[config.mk]
export PLATFORM = sky130hd
export DESIGN_NAME = blob_centroid_merge_flat
export DESIGN_NICKNAME = d
export VERILOG_FILES = /design/src/rtl/bcm_pkg.sv /design/src/rtl/bcm_in_if.sv /design/src/rtl/bcm_out_if.sv /design/src/rtl/bcm_cfg_if.sv /design/src/rtl/blob_centroid_merge.sv /design/src/rtl/bcm_front.sv /design/src/rtl/bcm_queue.sv /design/src/rtl/bcm_back.sv /design/src/flat_wrapper.sv
export SDC_FILE = /design/constraint.sdc
export NUM_CORES = 2
export LEC_CHECK = 0
export BUFFER_PORTS_ARGS = -buffer_cell sky130_fd_sc_hd__buf_2
export CAP_MARGIN = 10
export CORE_ASPECT_RATIO = 1.4
export CORE_UTILIZATION = 35
export DETAILED_ROUTE_END_ITERATION = 10
export PLACE_DENSITY_LB_ADDON = 0.25
export SLEW_MARGIN = 20
export SYNTH_ARGS = -nofsm -noshare
export SYNTH_HDL_FRONTEND = slang
export SYNTH_SLANG_ARGS = --single-unit
[constraint.sdc]
create_clock -name clk -period 9 [get_ports clk]
set_clock_uncertainty 0.05 [all_clocks]
set_input_delay 0.9 -clock clk [delete_from_list [all_inputs] [get_ports clk]]
set_output_delay 0.9 -clock clk [all_outputs]
set_load 0.02 [all_outputs]
[src/rtl/bcm_pkg.sv]
// ----------------------------------------------------------------------------
// bcm_pkg
// Shared types and constants for the blob centroid merge block: field widths,
// command and status codes, queue entry layout and back-end states.
// ----------------------------------------------------------------------------
package bcm_pkg;

    localparam int ACTION_BITS = 2;
    localparam int FIELD_BITS  = 16;
    localparam int CAP_BITS    = 5;
    localparam int STATUS_BITS = 3;
    localparam int INDEX_BITS  = 4;
    localparam int RAD_BITS    = 8;
    localparam int RAD16_BITS  = RAD_BITS + 4;
    localparam int SQ_BITS     = 2 * RAD16_BITS;
    localparam int CFG_IDX_BITS = 1;

    // command queue between front and back
    localparam int QUEUE_DEPTH = 2;
    localparam int QPTR_BITS   = $clog2(QUEUE_DEPTH);
    localparam int QCNT_BITS   = $clog2(QUEUE_DEPTH + 1);

    localparam logic [ACTION_BITS-1:0] ACT_START = 2'd0;
    localparam logic [ACTION_BITS-1:0] ACT_BLOB  = 2'd1;
    localparam logic [ACTION_BITS-1:0] ACT_READ  = 2'd2;

    localparam logic [CFG_IDX_BITS-1:0] REG_RED_RADIUS   = 1'd0;
    localparam logic [CFG_IDX_BITS-1:0] REG_GREEN_RADIUS = 1'd1;

    localparam logic [RAD_BITS-1:0] RED_RADIUS_RESET   = 8'd5;
    localparam logic [RAD_BITS-1:0] GREEN_RADIUS_RESET = 8'd15;

    typedef enum logic [1:0] {
        CMD_START,
        CMD_BLOB,
        CMD_READ
    } cmd_kind_t;

    typedef enum logic [STATUS_BITS-1:0] {
        ST_STARTED  = 3'd0,
        ST_MERGED   = 3'd1,
        ST_APPENDED = 3'd2,
        ST_OVERFLOW = 3'd3,
        ST_ENTRY    = 3'd4
    } status_t;

    typedef enum logic [2:0] {
        BK_IDLE,
        BK_SCAN,
        BK_DRAIN,
        BK_DECIDE,
        BK_RD_ISSUE,
        BK_RD_EMIT
    } back_state_t;

    typedef struct packed {
        cmd_kind_t             kind;
        logic                  blob_is_red;
        logic [FIELD_BITS-1:0] blob_x;
        logic [FIELD_BITS-1:0] blob_y;
        logic [CAP_BITS-1:0]   red_capacity;
        logic [CAP_BITS-1:0]   green_capacity;
    } cmd_t;

    typedef struct packed {
        logic [RAD_BITS-1:0] red_radius;
        logic [RAD_BITS-1:0] green_radius;
    } radius_cfg_t;

endpackage

[src/rtl/bcm_in_if.sv]
// ----------------------------------------------------------------------------
// bcm_in_if
// Input channel: one beat is a start, blob or readout command.
// ----------------------------------------------------------------------------
interface bcm_in_if;
    import bcm_pkg::*;

    logic                   valid;
    logic                   ready;
    logic [ACTION_BITS-1:0] action;
    logic                   blob_is_red;
    logic [FIELD_BITS-1:0]  blob_x;
    logic [FIELD_BITS-1:0]  blob_y;
    logic [CAP_BITS-1:0]    red_capacity;
    logic [CAP_BITS-1:0]    green_capacity;

    modport source (
        output valid, action, blob_is_red, blob_x, blob_y, red_capacity, green_capacity,
        input  ready
    );

    modport sink (
        input  valid, action, blob_is_red, blob_x, blob_y, red_capacity, green_capacity,
        output ready
    );
endinterface

[src/rtl/bcm_out_if.sv]
// ----------------------------------------------------------------------------
// bcm_out_if
// Result channel: status beats and readout entries.
// ----------------------------------------------------------------------------
interface bcm_out_if;
    import bcm_pkg::*;

    logic                   valid;
    logic                   ready;
    logic [STATUS_BITS-1:0] status;
    logic                   entry_is_red;
    logic [INDEX_BITS-1:0]  entry_index;
    logic                   entry_valid;
    logic [FIELD_BITS-1:0]  entry_x;
    logic [FIELD_BITS-1:0]  entry_y;
    logic                   last;

    modport source (
        output valid, status, entry_is_red, entry_index, entry_valid, entry_x, entry_y,
        output last,
        input  ready
    );

    modport sink (
        input  valid, status, entry_is_red, entry_index, entry_valid, entry_x, entry_y,
        input  last,
        output ready
    );
endinterface

[src/rtl/bcm_cfg_if.sv]
// ----------------------------------------------------------------------------
// bcm_cfg_if
// Configuration write channel: register index and write data.
// ----------------------------------------------------------------------------
interface bcm_cfg_if;
    import bcm_pkg::*;

    logic                    valid;
    logic                    ready;
    logic [CFG_IDX_BITS-1:0] index;
    logic [RAD_BITS-1:0]     data;

    modport source (
        output valid, index, data,
        input  ready
    );

    modport sink (
        input  valid, index, data,
        output ready
    );
endinterface

[src/rtl/blob_centroid_merge.sv]
// Start: result registered when the back end is idle and the result register is free.
// Blob: from acceptance to result valid: a latch step, one compare per slot of the color
//   through the marker memory read port, a drain of the compare pipeline, then a decision.
// Readout: each entry is read from the marker memory, then emitted; 2*MAX_MARKERS entries.
//   One command at a time in the back; a two-entry queue in front.
// Reset (async, rst_n low): tables empty, fill counts and limits zero, radii 5 and 15.
// ----------------------------------------------------------------------------
// blob_centroid_merge
// Merges red and green blob centroids into two marker tables with
// configurable merge radii, and lists both tables on request.
// ----------------------------------------------------------------------------
module blob_centroid_merge #(
    parameter int MAX_MARKERS = 16,
    parameter int COORD_BITS  = 16
) (
    input  logic      clk,
    input  logic      rst_n,
    bcm_in_if.sink    in_ch,
    bcm_out_if.source out_ch,
    bcm_cfg_if.sink   cfg_ch
);
    import bcm_pkg::*;

    radius_cfg_t radius_reg;
    logic        push;
    cmd_t        push_data;
    logic        q_full;
    logic        q_not_empty;
    logic        q_pop;
    cmd_t        q_head;

    assign cfg_ch.ready = 1'b1;

    always_ff @(posedge clk or negedge rst_n)
    begin
        if (!rst_n)
        begin
            radius_reg.red_radius   <= RED_RADIUS_RESET;
            radius_reg.green_radius <= GREEN_RADIUS_RESET;
        end
        else if (cfg_ch.valid)
        begin
            unique case (cfg_ch.index)
                REG_RED_RADIUS:   radius_reg.red_radius   <= cfg_ch.data;
                REG_GREEN_RADIUS: radius_reg.green_radius <= cfg_ch.data;
                default:          radius_reg <= radius_reg;
            endcase
        end
    end

    bcm_front u_front (
        .in_ch     (in_ch),
        .q_full    (q_full),
        .push      (push),
        .push_data (push_data)
    );

    bcm_queue u_queue (
        .clk       (clk),
        .rst_n     (rst_n),
        .push      (push),
        .push_data (push_data),
        .full      (q_full),
        .pop       (q_pop),
        .not_empty (q_not_empty),
        .head      (q_head)
    );

    bcm_back #(
        .MAX_MARKERS (MAX_MARKERS),
        .COORD_BITS  (COORD_BITS)
    ) u_back (
        .clk        (clk),
        .rst_n      (rst_n),
        .cmd_valid  (q_not_empty),
        .cmd        (q_head),
        .cmd_pop    (q_pop),
        .radius_cfg (radius_reg),
        .out_ch     (out_ch)
    );

endmodule

[src/rtl/bcm_front.sv]
// ----------------------------------------------------------------------------
// bcm_front
// Accepts input beats, decodes the action code and pushes a command into
// the queue. Undefined action codes are accepted and dropped.
// ----------------------------------------------------------------------------
module bcm_front (
    bcm_in_if.sink         in_ch,
    input  logic           q_full,
    output logic           push,
    output bcm_pkg::cmd_t  push_data
);
    import bcm_pkg::*;

    logic      known;
    cmd_kind_t kind;

    always_comb
    begin
        known = 1'b1;
        kind  = CMD_START;
        unique case (in_ch.action)
            ACT_START: kind = CMD_START;
            ACT_BLOB:  kind = CMD_BLOB;
            ACT_READ:  kind = CMD_READ;
            default:   known = 1'b0;
        endcase
    end

    assign in_ch.ready = !q_full;
    assign push        = in_ch.valid && !q_full && known;

    assign push_data.kind           = kind;
    assign push_data.blob_is_red    = in_ch.blob_is_red;
    assign push_data.blob_x         = in_ch.blob_x;
    assign push_data.blob_y         = in_ch.blob_y;
    assign push_data.red_capacity   = in_ch.red_capacity;
    assign push_data.green_capacity = in_ch.green_capacity;

endmodule

[src/rtl/bcm_queue.sv]
// ----------------------------------------------------------------------------
// bcm_queue
// Short command FIFO that decouples the front from the back.
// ----------------------------------------------------------------------------
module bcm_queue (
    input  logic          clk,
    input  logic          rst_n,
    input  logic          push,
    input  bcm_pkg::cmd_t push_data,
    output logic          full,
    input  logic          pop,
    output logic          not_empty,
    output bcm_pkg::cmd_t head
);
    import bcm_pkg::*;

    cmd_t                 entry_reg [QUEUE_DEPTH];
    logic [QPTR_BITS-1:0] wr_ptr_reg;
    logic [QPTR_BITS-1:0] rd_ptr_reg;
    logic [QCNT_BITS-1:0] count_reg;
    logic                 do_push;
    logic                 do_pop;

    assign full      = (count_reg == QCNT_BITS'(QUEUE_DEPTH));
    assign not_empty = (count_reg != '0);
    assign head      = entry_reg[rd_ptr_reg];
    assign do_push   = push && !full;
    assign do_pop    = pop && not_empty;

    always_ff @(posedge clk)
    begin
        if (do_push)
        begin
            entry_reg[wr_ptr_reg] <= push_data;
        end
    end

    always_ff @(posedge clk or negedge rst_n)
    begin
        if (!rst_n)
        begin
            wr_ptr_reg <= '0;
            rd_ptr_reg <= '0;
            count_reg  <= '0;
        end
        else
        begin
            if (do_push)
            begin
                wr_ptr_reg <= (wr_ptr_reg == QPTR_BITS'(QUEUE_DEPTH - 1)) ? '0
                                                                        : wr_ptr_reg + 1'b1;
            end
            if (do_pop)
            begin
                rd_ptr_reg <= (rd_ptr_reg == QPTR_BITS'(QUEUE_DEPTH - 1)) ? '0
                                                                        : rd_ptr_reg + 1'b1;
            end
            unique case ({do_push, do_pop})
                2'b10:   count_reg <= count_reg + 1'b1;
                2'b01:   count_reg <= count_reg - 1'b1;
                default: count_reg <= count_reg;
            endcase
        end
    end

endmodule

[src/rtl/bcm_back.sv]
// ----------------------------------------------------------------------------
// bcm_back
// Executes commands: frame start, blob merge scan over the marker memory
// and table readout. Drives the result register.
// ----------------------------------------------------------------------------
module bcm_back #(
    parameter int MAX_MARKERS = 16,
    parameter int COORD_BITS  = 16
) (
    input  logic                 clk,
    input  logic                 rst_n,
    input  logic                 cmd_valid,
    input  bcm_pkg::cmd_t        cmd,
    output logic                 cmd_pop,
    input  bcm_pkg::radius_cfg_t radius_cfg,
    bcm_out_if.source            out_ch
);
    import bcm_pkg::*;

    localparam int SLOTS = 2 * MAX_MARKERS;
    localparam int AW    = $clog2(SLOTS);
    localparam int CW    = $clog2(SLOTS + 1);
    localparam int FW    = $clog2(MAX_MARKERS + 1);
    localparam int DW    = (COORD_BITS > RAD16_BITS) ? COORD_BITS : RAD16_BITS;

    // marker memory: red slot i at i, green slot i at MAX_MARKERS + i
    logic [COORD_BITS-1:0] mem_x [SLOTS];
    logic [COORD_BITS-1:0] mem_y [SLOTS];
    logic [COORD_BITS-1:0] rd_x_reg;
    logic [COORD_BITS-1:0] rd_y_reg;
    logic                  rd_en;
    logic [AW-1:0]         rd_addr;
    logic                  wr_en;
    logic [AW-1:0]         wr_addr;
    logic [COORD_BITS-1:0] wr_x;
    logic [COORD_BITS-1:0] wr_y;

    logic [SLOTS-1:0]      valid_reg;
    logic [FW-1:0]         red_fill_reg;
    logic [FW-1:0]         green_fill_reg;
    logic [FW-1:0]         red_limit_reg;
    logic [FW-1:0]         green_limit_reg;

    back_state_t           state_reg;
    back_state_t           state_next;
    logic [CW-1:0]         cnt_reg;

    // current blob
    logic                  blob_red_reg;
    logic [COORD_BITS-1:0] bx_reg;
    logic [COORD_BITS-1:0] by_reg;
    logic [RAD16_BITS-1:0] r16_reg;
    logic [SQ_BITS-1:0]    rsq_reg;
    logic                  matched_reg;

    // compare pipeline
    logic                  s1_valid_reg;
    logic [AW-1:0]         s1_slot_reg;
    logic                  s2_valid_reg;
    logic [AW-1:0]         s2_slot_reg;
    logic                  s2_near_reg;
    logic [RAD16_BITS-1:0] s2_dx_reg;
    logic [RAD16_BITS-1:0] s2_dy_reg;
    logic [COORD_BITS-1:0] s2_mx_reg;
    logic [COORD_BITS-1:0] s2_my_reg;
    logic                  s3_valid_reg;
    logic [AW-1:0]         s3_slot_reg;
    logic                  s3_near_reg;
    logic [SQ_BITS-1:0]    s3_sqx_reg;
    logic [SQ_BITS-1:0]    s3_sqy_reg;
    logic [COORD_BITS-1:0] s3_mx_reg;
    logic [COORD_BITS-1:0] s3_my_reg;

    // result register
    logic                  out_valid_reg;
    status_t               out_status_reg;
    logic                  out_is_red_reg;
    logic [INDEX_BITS-1:0] out_index_reg;
    logic                  out_entry_valid_reg;
    logic [FIELD_BITS-1:0] out_x_reg;
    logic [FIELD_BITS-1:0] out_y_reg;
    logic                  out_last_reg;

    // control strobes
    logic                  out_free;
    logic                  out_load;
    status_t               res_status;
    logic                  res_is_red;
    logic [INDEX_BITS-1:0] res_index;
    logic                  res_valid;
    logic [FIELD_BITS-1:0] res_x;
    logic [FIELD_BITS-1:0] res_y;
    logic                  res_last;
    logic                  blob_latch;
    logic                  scan_issue;
    logic                  cnt_clr;
    logic                  cnt_inc;
    logic                  frame_start;
    logic                  app_en;
    logic                  clear_all;

    logic [AW-1:0]         scan_addr;
    logic [FW-1:0]         fill_sel;
    logic [FW-1:0]         limit_sel;
    logic                  can_append;
    logic [AW-1:0]         app_addr;
    logic                  rd_is_red;
    logic [CW-1:0]         rd_idx;
    logic                  rd_last;
    logic                  commit;
    logic [COORD_BITS-1:0] s1_dx;
    logic [COORD_BITS-1:0] s1_dy;
    logic [RAD_BITS-1:0]   radius_sel;

    function automatic logic [FW-1:0] sat_cap(input logic [CAP_BITS-1:0] cap);
        logic [CAP_BITS:0] wide;
        wide = {1'b0, cap};
        if (wide > (CAP_BITS + 1)'(MAX_MARKERS))
        begin
            return FW'(MAX_MARKERS);
        end
        return FW'(cap);
    endfunction

    assign out_free   = !out_valid_reg || out_ch.ready;
    assign scan_addr  = blob_red_reg ? AW'(cnt_reg) : AW'(cnt_reg) + AW'(MAX_MARKERS);
    assign fill_sel   = blob_red_reg ? red_fill_reg : green_fill_reg;
    assign limit_sel  = blob_red_reg ? red_limit_reg : green_limit_reg;
    assign can_append = (fill_sel < limit_sel) && (fill_sel < FW'(MAX_MARKERS));
    assign app_addr   = blob_red_reg ? AW'(fill_sel) : AW'(fill_sel) + AW'(MAX_MARKERS);
    assign rd_is_red  = cnt_reg < CW'(MAX_MARKERS);
    assign rd_idx     = rd_is_red ? cnt_reg : cnt_reg - CW'(MAX_MARKERS);
    assign rd_last    = cnt_reg == CW'(SLOTS - 1);
    assign radius_sel = cmd.blob_is_red ? radius_cfg.red_radius : radius_cfg.green_radius;

    // squared distance within squared radius
    assign commit = s3_valid_reg && s3_near_reg &&
                    ((SQ_BITS + 1)'(s3_sqx_reg) + (SQ_BITS + 1)'(s3_sqy_reg)
                     <= (SQ_BITS + 1)'(rsq_reg));

    always_comb
    begin
        state_next  = state_reg;
        cmd_pop     = 1'b0;
        blob_latch  = 1'b0;
        scan_issue  = 1'b0;
        cnt_clr     = 1'b0;
        cnt_inc     = 1'b0;
        rd_en       = 1'b0;
        rd_addr     = scan_addr;
        out_load    = 1'b0;
        frame_start = 1'b0;
        app_en      = 1'b0;
        clear_all   = 1'b0;
        res_status  = ST_STARTED;
        res_is_red  = 1'b0;
        res_index   = '0;
        res_valid   = 1'b0;
        res_x       = '0;
        res_y       = '0;
        res_last    = 1'b1;

        unique case (state_reg)
            BK_IDLE:
            begin
                if (cmd_valid)
                begin
                    unique case (cmd.kind)
                        CMD_START:
                        begin
                            if (out_free)
                            begin
                                cmd_pop     = 1'b1;
                                frame_start = 1'b1;
                                out_load    = 1'b1;
                            end
                        end
                        CMD_BLOB:
                        begin
                            cmd_pop    = 1'b1;
                            blob_latch = 1'b1;
                            cnt_clr    = 1'b1;
                            state_next = BK_SCAN;
                        end
                        CMD_READ:
                        begin
                            cmd_pop    = 1'b1;
                            cnt_clr    = 1'b1;
                            state_next = BK_RD_ISSUE;
                        end
                        default:
                        begin
                            cmd_pop = 1'b1;
                        end
                    endcase
                end
            end
            BK_SCAN:
            begin
                rd_en      = 1'b1;
                scan_issue = 1'b1;
                cnt_inc    = 1'b1;
                if (cnt_reg == CW'(MAX_MARKERS - 1))
                begin
                    state_next = BK_DRAIN;
                end
            end
            BK_DRAIN:
            begin
                if (!s1_valid_reg && !s2_valid_reg && !s3_valid_reg)
                begin
                    state_next = BK_DECIDE;
                end
            end
            BK_DECIDE:
            begin
                if (out_free)
                begin
                    out_load   = 1'b1;
                    state_next = BK_IDLE;
                    priority if (matched_reg)
                    begin
                        res_status = ST_MERGED;
                    end
                    else if (can_append)
                    begin
                        app_en     = 1'b1;
                        res_status = ST_APPENDED;
                    end
                    else
                    begin
                        clear_all  = 1'b1;
                        res_status = ST_OVERFLOW;
                    end
                end
            end
            BK_RD_ISSUE:
            begin
                rd_en      = 1'b1;
                rd_addr    = cnt_reg[AW-1:0];
                state_next = BK_RD_EMIT;
            end
            BK_RD_EMIT:
            begin
                res_status = ST_ENTRY;
                res_is_red = rd_is_red;
                res_index  = INDEX_BITS'(rd_idx);
                res_valid  = valid_reg[cnt_reg[AW-1:0]];
                res_x      = res_valid ? FIELD_BITS'(rd_x_reg) : '0;
                res_y      = res_valid ? FIELD_BITS'(rd_y_reg) : '0;
                res_last   = rd_last;
                if (out_free)
                begin
                    out_load = 1'b1;
                    if (rd_last)
                    begin
                        state_next = BK_IDLE;
                    end
                    else
                    begin
                        cnt_inc    = 1'b1;
                        state_next = BK_RD_ISSUE;
                    end
                end
            end
            default:
            begin
                state_next = BK_IDLE;
            end
        endcase
    end

    // single write port: merge commits during the scan, append at decision
    always_comb
    begin
        wr_en   = commit || app_en;
        wr_addr = app_en ? app_addr : s3_slot_reg;
        wr_x    = app_en ? bx_reg
                         : COORD_BITS'(({1'b0, s3_mx_reg} + {1'b0, bx_reg}) >> 1);
        wr_y    = app_en ? by_reg
                         : COORD_BITS'(({1'b0, s3_my_reg} + {1'b0, by_reg}) >> 1);
    end

    always_ff @(posedge clk)
    begin
        if (wr_en)
        begin
            mem_x[wr_addr] <= wr_x;
            mem_y[wr_addr] <= wr_y;
        end
        if (rd_en)
        begin
            rd_x_reg <= mem_x[rd_addr];
            rd_y_reg <= mem_y[rd_addr];
        end
    end

    assign s1_dx = (rd_x_reg > bx_reg) ? rd_x_reg - bx_reg : bx_reg - rd_x_reg;
    assign s1_dy = (rd_y_reg > by_reg) ? rd_y_reg - by_reg : by_reg - rd_y_reg;

    // compare pipeline datapath
    always_ff @(posedge clk)
    begin
        if (blob_latch)
        begin
            blob_red_reg <= cmd.blob_is_red;
            bx_reg       <= COORD_BITS'(cmd.blob_x);
            by_reg       <= COORD_BITS'(cmd.blob_y);
            r16_reg      <= {radius_sel, 4'b0000};
        end
        rsq_reg <= r16_reg * r16_reg;

        s1_slot_reg <= rd_addr;

        s2_slot_reg <= s1_slot_reg;
        s2_near_reg <= valid_reg[s1_slot_reg] &&
                       (DW'(s1_dx) <= DW'(r16_reg)) && (DW'(s1_dy) <= DW'(r16_reg));
        s2_dx_reg   <= RAD16_BITS'(s1_dx);
        s2_dy_reg   <= RAD16_BITS'(s1_dy);
        s2_mx_reg   <= rd_x_reg;
        s2_my_reg   <= rd_y_reg;

        s3_slot_reg <= s2_slot_reg;
        s3_near_reg <= s2_near_reg;
        s3_sqx_reg  <= s2_dx_reg * s2_dx_reg;
        s3_sqy_reg  <= s2_dy_reg * s2_dy_reg;
        s3_mx_reg   <= s2_mx_reg;
        s3_my_reg   <= s2_my_reg;

        if (out_load)
        begin
            out_status_reg      <= res_status;
            out_is_red_reg      <= res_is_red;
            out_index_reg       <= res_index;
            out_entry_valid_reg <= res_valid;
            out_x_reg           <= res_x;
            out_y_reg           <= res_y;
            out_last_reg        <= res_last;
        end
    end

    always_ff @(posedge clk or negedge rst_n)
    begin
        if (!rst_n)
        begin
            state_reg       <= BK_IDLE;
            cnt_reg         <= '0;
            valid_reg       <= '0;
            red_fill_reg    <= '0;
            green_fill_reg  <= '0;
            red_limit_reg   <= '0;
            green_limit_reg <= '0;
            matched_reg     <= 1'b0;
            s1_valid_reg    <= 1'b0;
            s2_valid_reg    <= 1'b0;
            s3_valid_reg    <= 1'b0;
            out_valid_reg   <= 1'b0;
        end
        else
        begin
            state_reg <= state_next;

            if (cnt_clr)
            begin
                cnt_reg <= '0;
            end
            else if (cnt_inc)
            begin
                cnt_reg <= cnt_reg + 1'b1;
            end

            s1_valid_reg <= scan_issue;
            s2_valid_reg <= s1_valid_reg;
            s3_valid_reg <= s2_valid_reg;

            if (blob_latch)
            begin
                matched_reg <= 1'b0;
            end
            else if (commit)
            begin
                matched_reg <= 1'b1;
            end

            if (frame_start || clear_all)
            begin
                valid_reg <= '0;
            end
            else if (app_en)
            begin
                valid_reg[app_addr] <= 1'b1;
            end

            // overflow keeps the fill counts
            if (frame_start)
            begin
                red_fill_reg    <= '0;
                green_fill_reg  <= '0;
                red_limit_reg   <= sat_cap(cmd.red_capacity);
                green_limit_reg <= sat_cap(cmd.green_capacity);
            end
            else if (app_en)
            begin
                if (blob_red_reg)
                begin
                    red_fill_reg <= red_fill_reg + 1'b1;
                end
                else
                begin
                    green_fill_reg <= green_fill_reg + 1'b1;
                end
            end

            if (out_load)
            begin
                out_valid_reg <= 1'b1;
            end
            else if (out_ch.ready)
            begin
                out_valid_reg <= 1'b0;
            end
        end
    end

    assign out_ch.valid        = out_valid_reg;
    assign out_ch.status       = out_status_reg;
    assign out_ch.entry_is_red = out_is_red_reg;
    assign out_ch.entry_index  = out_index_reg;
    assign out_ch.entry_valid  = out_entry_valid_reg;
    assign out_ch.entry_x      = out_x_reg;
    assign out_ch.entry_y      = out_y_reg;
    assign out_ch.last         = out_last_reg;

endmodule
[src/flat_wrapper.sv]
// flat-port wrapper written by rule: the top's interface ports become plain ports
module blob_centroid_merge_flat import bcm_pkg::*;
#(
    parameter int MAX_MARKERS = 16,
    parameter int COORD_BITS  = 16
)
  (clk, rst_n, in_ch_valid, in_ch_action, in_ch_blob_is_red, in_ch_blob_x, in_ch_blob_y, in_ch_red_capacity, in_ch_green_capacity, in_ch_ready, out_ch_valid, out_ch_status, out_ch_entry_is_red, out_ch_entry_index, out_ch_entry_valid, out_ch_entry_x, out_ch_entry_y, out_ch_last, out_ch_ready, cfg_ch_valid, cfg_ch_index, cfg_ch_data, cfg_ch_ready);
  bcm_in_if in_ch_i ();
  bcm_out_if out_ch_i ();
  bcm_cfg_if cfg_ch_i ();
  input  logic clk;
  input  logic rst_n;
  input wire logic [$bits(in_ch_i.valid)-1:0] in_ch_valid;
  input wire logic [$bits(in_ch_i.action)-1:0] in_ch_action;
  input wire logic [$bits(in_ch_i.blob_is_red)-1:0] in_ch_blob_is_red;
  input wire logic [$bits(in_ch_i.blob_x)-1:0] in_ch_blob_x;
  input wire logic [$bits(in_ch_i.blob_y)-1:0] in_ch_blob_y;
  input wire logic [$bits(in_ch_i.red_capacity)-1:0] in_ch_red_capacity;
  input wire logic [$bits(in_ch_i.green_capacity)-1:0] in_ch_green_capacity;
  output wire logic [$bits(in_ch_i.ready)-1:0] in_ch_ready;
  output wire logic [$bits(out_ch_i.valid)-1:0] out_ch_valid;
  output wire logic [$bits(out_ch_i.status)-1:0] out_ch_status;
  output wire logic [$bits(out_ch_i.entry_is_red)-1:0] out_ch_entry_is_red;
  output wire logic [$bits(out_ch_i.entry_index)-1:0] out_ch_entry_index;
  output wire logic [$bits(out_ch_i.entry_valid)-1:0] out_ch_entry_valid;
  output wire logic [$bits(out_ch_i.entry_x)-1:0] out_ch_entry_x;
  output wire logic [$bits(out_ch_i.entry_y)-1:0] out_ch_entry_y;
  output wire logic [$bits(out_ch_i.last)-1:0] out_ch_last;
  input wire logic [$bits(out_ch_i.ready)-1:0] out_ch_ready;
  input wire logic [$bits(cfg_ch_i.valid)-1:0] cfg_ch_valid;
  input wire logic [$bits(cfg_ch_i.index)-1:0] cfg_ch_index;
  input wire logic [$bits(cfg_ch_i.data)-1:0] cfg_ch_data;
  output wire logic [$bits(cfg_ch_i.ready)-1:0] cfg_ch_ready;
  assign in_ch_i.valid = in_ch_valid;
  assign in_ch_i.action = in_ch_action;
  assign in_ch_i.blob_is_red = in_ch_blob_is_red;
  assign in_ch_i.blob_x = in_ch_blob_x;
  assign in_ch_i.blob_y = in_ch_blob_y;
  assign in_ch_i.red_capacity = in_ch_red_capacity;
  assign in_ch_i.green_capacity = in_ch_green_capacity;
  assign in_ch_ready = in_ch_i.ready;
  assign out_ch_valid = out_ch_i.valid;
  assign out_ch_status = out_ch_i.status;
  assign out_ch_entry_is_red = out_ch_i.entry_is_red;
  assign out_ch_entry_index = out_ch_i.entry_index;
  assign out_ch_entry_valid = out_ch_i.entry_valid;
  assign out_ch_entry_x = out_ch_i.entry_x;
  assign out_ch_entry_y = out_ch_i.entry_y;
  assign out_ch_last = out_ch_i.last;
  assign out_ch_i.ready = out_ch_ready;
  assign cfg_ch_i.valid = cfg_ch_valid;
  assign cfg_ch_i.index = cfg_ch_index;
  assign cfg_ch_i.data = cfg_ch_data;
  assign cfg_ch_ready = cfg_ch_i.ready;
  blob_centroid_merge #(.MAX_MARKERS(MAX_MARKERS), .COORD_BITS(COORD_BITS)) u_core (.clk(clk), .rst_n(rst_n), .in_ch(in_ch_i), .out_ch(out_ch_i), .cfg_ch(cfg_ch_i));
endmodule
After elaboration in Yosys (flattened, before gate mapping)
Memories as Yosys holds them, arrays and structs flattened. A register that Yosys moved wholly into a read port is not among the register bits.
Cells that the tools add are included.

operators by class
  $add $sub $neg = 17
  $mul = 3
  order comparisons = 14
  equality and inequality tests = 21
  mux-type cells = 88
  bitwise logic cells = 2
  reduce and logical (&&, ||, !) cells = 41

operators with widths
  kind                                                        number
  2-to-1 mux 5 bit                                            16
  2-to-1 mux 16 bit                                           4
  2-to-1 mux 32 bit                                           2
  subtractor 16 bit                                           4
  multiplier 12 x 12 -> 24 bit                                2
  2-to-1 mux 1 bit                                            44
  adder 16 x 16 -> 17 bit                                     2
  greater-than comparator 16 bit                              2
  less-or-equal comparator 16 x 12 -> 1 bit                   2
  bitwise OR 32 bit                                           1
  adder 24 x 24 -> 25 bit                                     1
  less-or-equal comparator 25 x 24 -> 1 bit                   1
  less-than comparator 5 x 6 -> 1 bit, second input constant  3
  2-to-1 mux 3 bit                                            6
  one-hot mux 3 bit (6 select lines)                          1
  multiplier 8 x 8 -> 16 bit                                  1
  nonzero test 2 bit                                          8
  logical AND 1 bit                                           12
  2-to-1 mux 6 bit                                            2
  one-hot mux 3 bit (2 select lines)                          2
  adder 5 x 1 -> 5 bit, second input constant                 2
  adder 5 bit, second input constant                          2
  binary-select mux 1 bit (select 5 bit)                      2
  greater-than comparator 5 bit, second input constant        2
  34 further kinds                                            62

word-level totals
  bits in registers = 338
  RAM bits = 1114
  input port bits = 59
  output and inout bits = 45
  logic and storage cells = 231
  memories kept = 3

memory list
  name                      depth  width  read ports  clocked after Yosys merged registers in  wr ports  RTL line         RTL
  u_core.u_back.mem_x       32     16     1           1                                        1         bcm_back.sv:27   logic [COORD_BITS-1:0] mem_x [SLOTS];
  u_core.u_back.mem_y       32     16     1           1                                        1         bcm_back.sv:28   logic [COORD_BITS-1:0] mem_y [SLOTS];
  u_core.u_queue.entry_reg  2      45     1           0                                        1         bcm_queue.sv:17  cmd_t entry_reg [QUEUE_DEPTH];

Depth between registers and ports, before layout
  depth in word-level cells = 10
  mapped depth = 24
  gate-level depth less buffers = 23

Cells and area by module
Synthesis repeated with hierarchy kept, for this count alone.

second synthesis, totals
  cells, all modules = 4436
  area total of the unflattened synthesis = 69595.5 um^2

by module, submodules not included
  module               instances  cells an instance  area each (um^2)  sequential area each (um^2)
  bcm_back             1          4193               65116.2           39177.6
  bcm_queue            1          158                3464.6            2802.7
  blob_centroid_merge  1          37                 660.6             407.9
  bcm_front            1          48                 354.1             0.0

Worst setup path after synthesis
No wires, ideal clock.

  path kind = register -> register
  start point = reg u_core.u_back.s3_sqx_reg[5]
  end point = mem u_core.u_back.mem_x[7][0] (enable)
  setup time = 0.421 ns
  data arrival time = 5.391 ns
  data required time = 8.529 ns
  setup slack = 3.138 ns
  stages on the path, launching flop included = 20
  path buffers = 0
  clock period less this slack = 5.862 ns
  cell sequence = dfxtp_1 ha_1 a21o_1 a221oi_1 a2111oi_0 o21ai_0 a21oi_1 o41ai_1 o21ai_0 a21oi_1 xnor2_1 ha_1 nand4_1 nor4_1 nand4_1 o32ai_1 a21o_1 o211a_2 a41oi_2 nor2_1

between the ends
  word-level cells in the longest chain between the ends = 6

RTL lines
  item                                       RTL line         RTL
  start, declared                            bcm_back.sv:69   logic [SQ_BITS-1:0] s3_sqx_reg;
  start signal, assigned                     bcm_back.sv:325  s3_sqx_reg <= s2_dx_reg * s2_dx_reg;
  adder 24 x 24 -> 25 bit                    bcm_back.sv:138  ((SQ_BITS + 1)'(s3_sqx_reg) + (SQ_BITS + 1)'(s3_sqy_reg)
  less-or-equal comparator 25 x 24 -> 1 bit  bcm_back.sv:139  <= (SQ_BITS + 1)'(rsq_reg));
  logical AND 1 bit                          bcm_back.sv:137  assign commit = s3_valid_reg && s3_near_reg &&
  logical OR 1 bit                           bcm_back.sv:276  wr_en = commit || app_en;
  2-to-1 mux 1 bit                           bcm_back.sv:286  if (wr_en)
  2-to-1 mux 1 bit (not written as such)     bcm_back.sv:288  mem_x[wr_addr] <= wr_x;
  end, declared                              bcm_back.sv:27

Every way passes these cells.

Worst setup path in the final report
  start point = reg u_core.u_back.s3_sqx_reg[3]
  end point = mem u_core.u_back.mem_y[17][5] (enable)

between the ends
  word-level cells in the longest chain between the ends = 6

RTL lines
  item                                       RTL line         RTL
  adder 24 x 24 -> 25 bit                    bcm_back.sv:138
  less-or-equal comparator 25 x 24 -> 1 bit  bcm_back.sv:139
  logical AND 1 bit                          bcm_back.sv:137
  logical OR 1 bit                           bcm_back.sv:276
  2-to-1 mux 1 bit                           bcm_back.sv:286
  2-to-1 mux 1 bit (not written as such)     bcm_back.sv:289  mem_y[wr_addr] <= wr_y;
  end, declared                              bcm_back.sv:28

Every way passes these cells.

==> results.md <==
* Post-synth EDFFs at 1229
* Grt ovf at 0
* Per-cell routed wire length at 25.5 µm
* Slowest-stage cell, CP: nor2_4
* Clock Sinks at 1481
* Via count at 37609
* Critical path capture point type: register
* CTS HTree Levels at 4
* Vias in the first global route at between 30000 and 40000
* Mapped cell area at 69300 µm²
* GRT Max-Usage Layer: met2
* Seq pwr share at 0.552
* Post_cts resized at 0
* Worst path required time at 9.42 ns
* Comb pwr share at 0.014
* DR vias/cell at 5.14
* WHS at between 0.2 and 0.3 ns
* Final Hold Fails at 0
* Root buffer cell: clkbuf_16
* Critical R2R Launch: u_core.u_back.s3_sqx_reg[3]
* Post-Synthesis Cells at 4414
* Post-synth net total at 4959
* Least-Margin Pin Slew at 1.12 ns
* Num CTS Buffers at about 140
* M1 GR Usage at 0.212
* Worst Path Buf+Inv at 2
* Max Clk Rate at 157 MHz
* Iter 0 DRT Violations at 2662
* Initial Util at 0.354
* Power per cell area at 172 nW/µm²
* Bufs on Longest Clock Path at 3
* Leading register cell type out of synthesis: edfxtp_1
* DRC violations left at 0
* Post-synthesis cell type count at 83
* Critical Path, Cell by Cell: ha_1 -> a21o_1 -> a221oi_1 -> a2111oi_0 -> o21ai_0 -> a21oi_1 -> o41ai_1 -> o21ai_0 -> a21oi_1 -> xnor2_1 -> ha_1 -> nand4_1 -> nor4_1 -> nand4_1 -> o32ai_1 -> a21o_1 -> o211a_2 -> a41oi_2 -> buf_4 -> nor2_4 -> buf_4
* Dpl ws at about 2.5 ns
* Relative slew margins at 0.251
* Worst vdd ir at 0.128 mV
* WP data arrival at 6.79 ns
* RePlAce Congestion at about 0.86
* Number of cells in the finished layout apart from fillers at 7315
* Final Setup Violations at 0
* Status: finished clean
* Die X at 378 µm
* Syn Area/Cell at about 16 µm²
* Switch share at 0.208
* Period utilisation layout at 0.709
* Synth warn at 0
* Post-route ant nets at 0
* Num ports at 104
* Max Cap Viol at 0
* Int Pwr at 0.0107 W
* Clock-pin slew on the worst setup and hold paths at 0.06 ns
* Min cycle time layout at ~6.4 ns
* Area Growth Syn to Fin at 13.6%
* Core Area at 196000 µm²
* Crit Path Class: register to register
* RSZ-0062 raised after global routing: false
* Hold crit path type: input port to register
* Sequential-to-total area share from yosys stat at 0.611
* CP Max Fanout at 19
* Fraction of registers with async set/reset at 0.0581
* CTS tree: done
* Die area at around 200000 µm²
* Leak pwr at 28.9 nW
* #FFs+latches synth at 1481
* Routed wire length at 186 mm
* PortBufs at 102
* Die Ht at 529 µm
* DRT Pass-1 Iters at 5
* Critical path's top delay family: compound AO/OA/AOI/OAI gates
* Most frequent cells in the layout: 1229 x edfxtp_1, 416 x inv_1, 340 x mux4_2, 298 x ha_1, 188 x fa_1
* Initial antenna violation count at 11
* GRT Overall Usage at 0.188
* Grt met3 use at 0.0219
* Final net count at 5118
* Met2 global-route usage at 0.356
* Share of layout cells above drive strength 1 at 0.200
* DP Cell Count at 7034
* # rows at 192
* Setup_tns at 0 ns
* Worst skew pair latency at 0.79 ns
* CP startpoint: u_core.u_back.s3_sqx_reg[3]
* Fin worst setup slack at 2.62 ns
* Pin count of the biggest net entering global routing at 126
* Slowest stage delay, CP at 0.65 ns
* Power share of the clock group at 0.434
* Slew Limit Fails at 0
* Commonest non-fill, non-tap cell in the layout: edfxtp_1
* NetSw at between 0.002 and 0.003 W
* Post-detail-place hpwl at 133 mm
* Min-delay src: in_ch_red_capacity[1]
* First-pass GRT wire length at around 270 mm
* Startpoint types: register
==> synthesized netlist by cell type, types with 47 or more instances <==
master	count	area, µm²
edfxtp_1	1229	36900
dfxtp_1	166	3320
nor2_1	209	785
ha_1	298	3730
nand2_1	164	616
o21ai_0	79	395
inv_1	416	1560
mux4_2	340	7660
xnor2_1	92	806
a21o_1	55	413
fa_1	188	3760
and2_1	102	638
mux2_2	93	1050
clkbuf_1	121	454
dfrtp_1	80	2000
a21oi_1	174	871
xor2_1	47	412
nor3_1	80	400
==> final timing paths <==
| kind | end | slack (ns) | cells after the start |
|---|---|---|---|
| worst min-delay path | u_core.u_queue.entry_reg[0][6] | 0.26 | 1 |
| worst max-delay path | u_core.u_back.mem_y[17][5] | 2.62 | 21 |
| min in group asynchronous | u_core.u_back.valid_reg[8] | 0.49 | 2 |
| worst max register to register | u_core.u_back.mem_y[17][5] | 2.62 | 21 |
| max in group asynchronous | u_core.u_back.cnt_reg[2] | 7.18 | 3 |
| worst min register to register | u_core.u_back.s3_my_reg[3] | 0.27 | 0 |
==> metrics by stage <==
| step | instance area (µm²) | utilization | total power [W] |
|---|---|---|---|
| global placement | 73600 | 0.375 | 0.00781 |
| finish | 78800 | 0.402 | 0.0135 |
| CTS | 78400 | 0.400 | 0.0137 |
| detailed placement | 73900 | 0.377 | 0.00781 |
| global route | 78800 | 0.402 | 0.0139 |
| floorplan | 69300 | - | 0.00771 |
==> worst reg2reg max path: stages (launching register included) <==
cell and delay, ns:
dfxtp_1 0.30, ha_1 0.36, a21o_1 0.22, a221oi_1 0.47, a2111oi_0 0.24, o21ai_0 0.28, a21oi_1 0.16, o41ai_1 0.40
o21ai_0 0.17, a21oi_1 0.22, xnor2_1 0.10, ha_1 0.29, nand4_1 0.13, nor4_1 0.30, nand4_1 0.14, o32ai_1 0.24
a21o_1 0.13, o211a_2 0.38, a41oi_2 0.17, buf_4 0.26, nor2_4 0.66, buf_4 0.39
==> logic make-up (layout without fill, tap and decap cells) <==
| kind of cell | Yosys count | in the layout | share of synthesized area |
|---|---|---|---|
| flops | 1481 | 1481 | 0.611 |
| simple gates | 753 | 753 | 0.0536 |
| buf+inv | 588 | 864 | 0.0325 |
| compound gates | 498 | 498 | 0.0463 |
| fa+ha+maj | 486 | 486 | 0.108 |
| mux | 468 | 468 | 0.131 |
| xor+xnor | 139 | 139 | 0.0176 |
| other cells | 1 | 7 | 0.0000541 |
==> power groups by stage <==
stage	registers [W]	logic, W	clock network [W]
final	0.00747	0.000190	0.00588
after global routing	0.00747	0.000207	0.00623
after CTS	0.00747	0.000200	0.00601
after detailed placement	0.00762	0.000199	0
after global placement	0.00761	0.000195	0
after floorplan	0.00761	0.0000976	0
==> cell type report <==
type	count	area (µm²)
Fill cell	17939	117000
Sequential cell	1481	42400
Multi-Input combinational cell	2345	25300
Clock buffer	191	3840
Tap cell	2619	3280
Timing Repair Buffer	187	1670
Inverter	416	1560
Clock inverter	70	669
Antenna cell	6	15.0
==> timing repair <==
action	in CTS	in global routing
buffers inserted	0	0
hold endpoints to repair	20	0
hold buffers	1	0
==> metal layers <==
layer  vias up  wire [µm]
li1      16776          -
met5         -         13
met2       860     102000
met4         2       7050
met3       259       6800
met1     19712      69900
(Power assumes the default switching activity.)
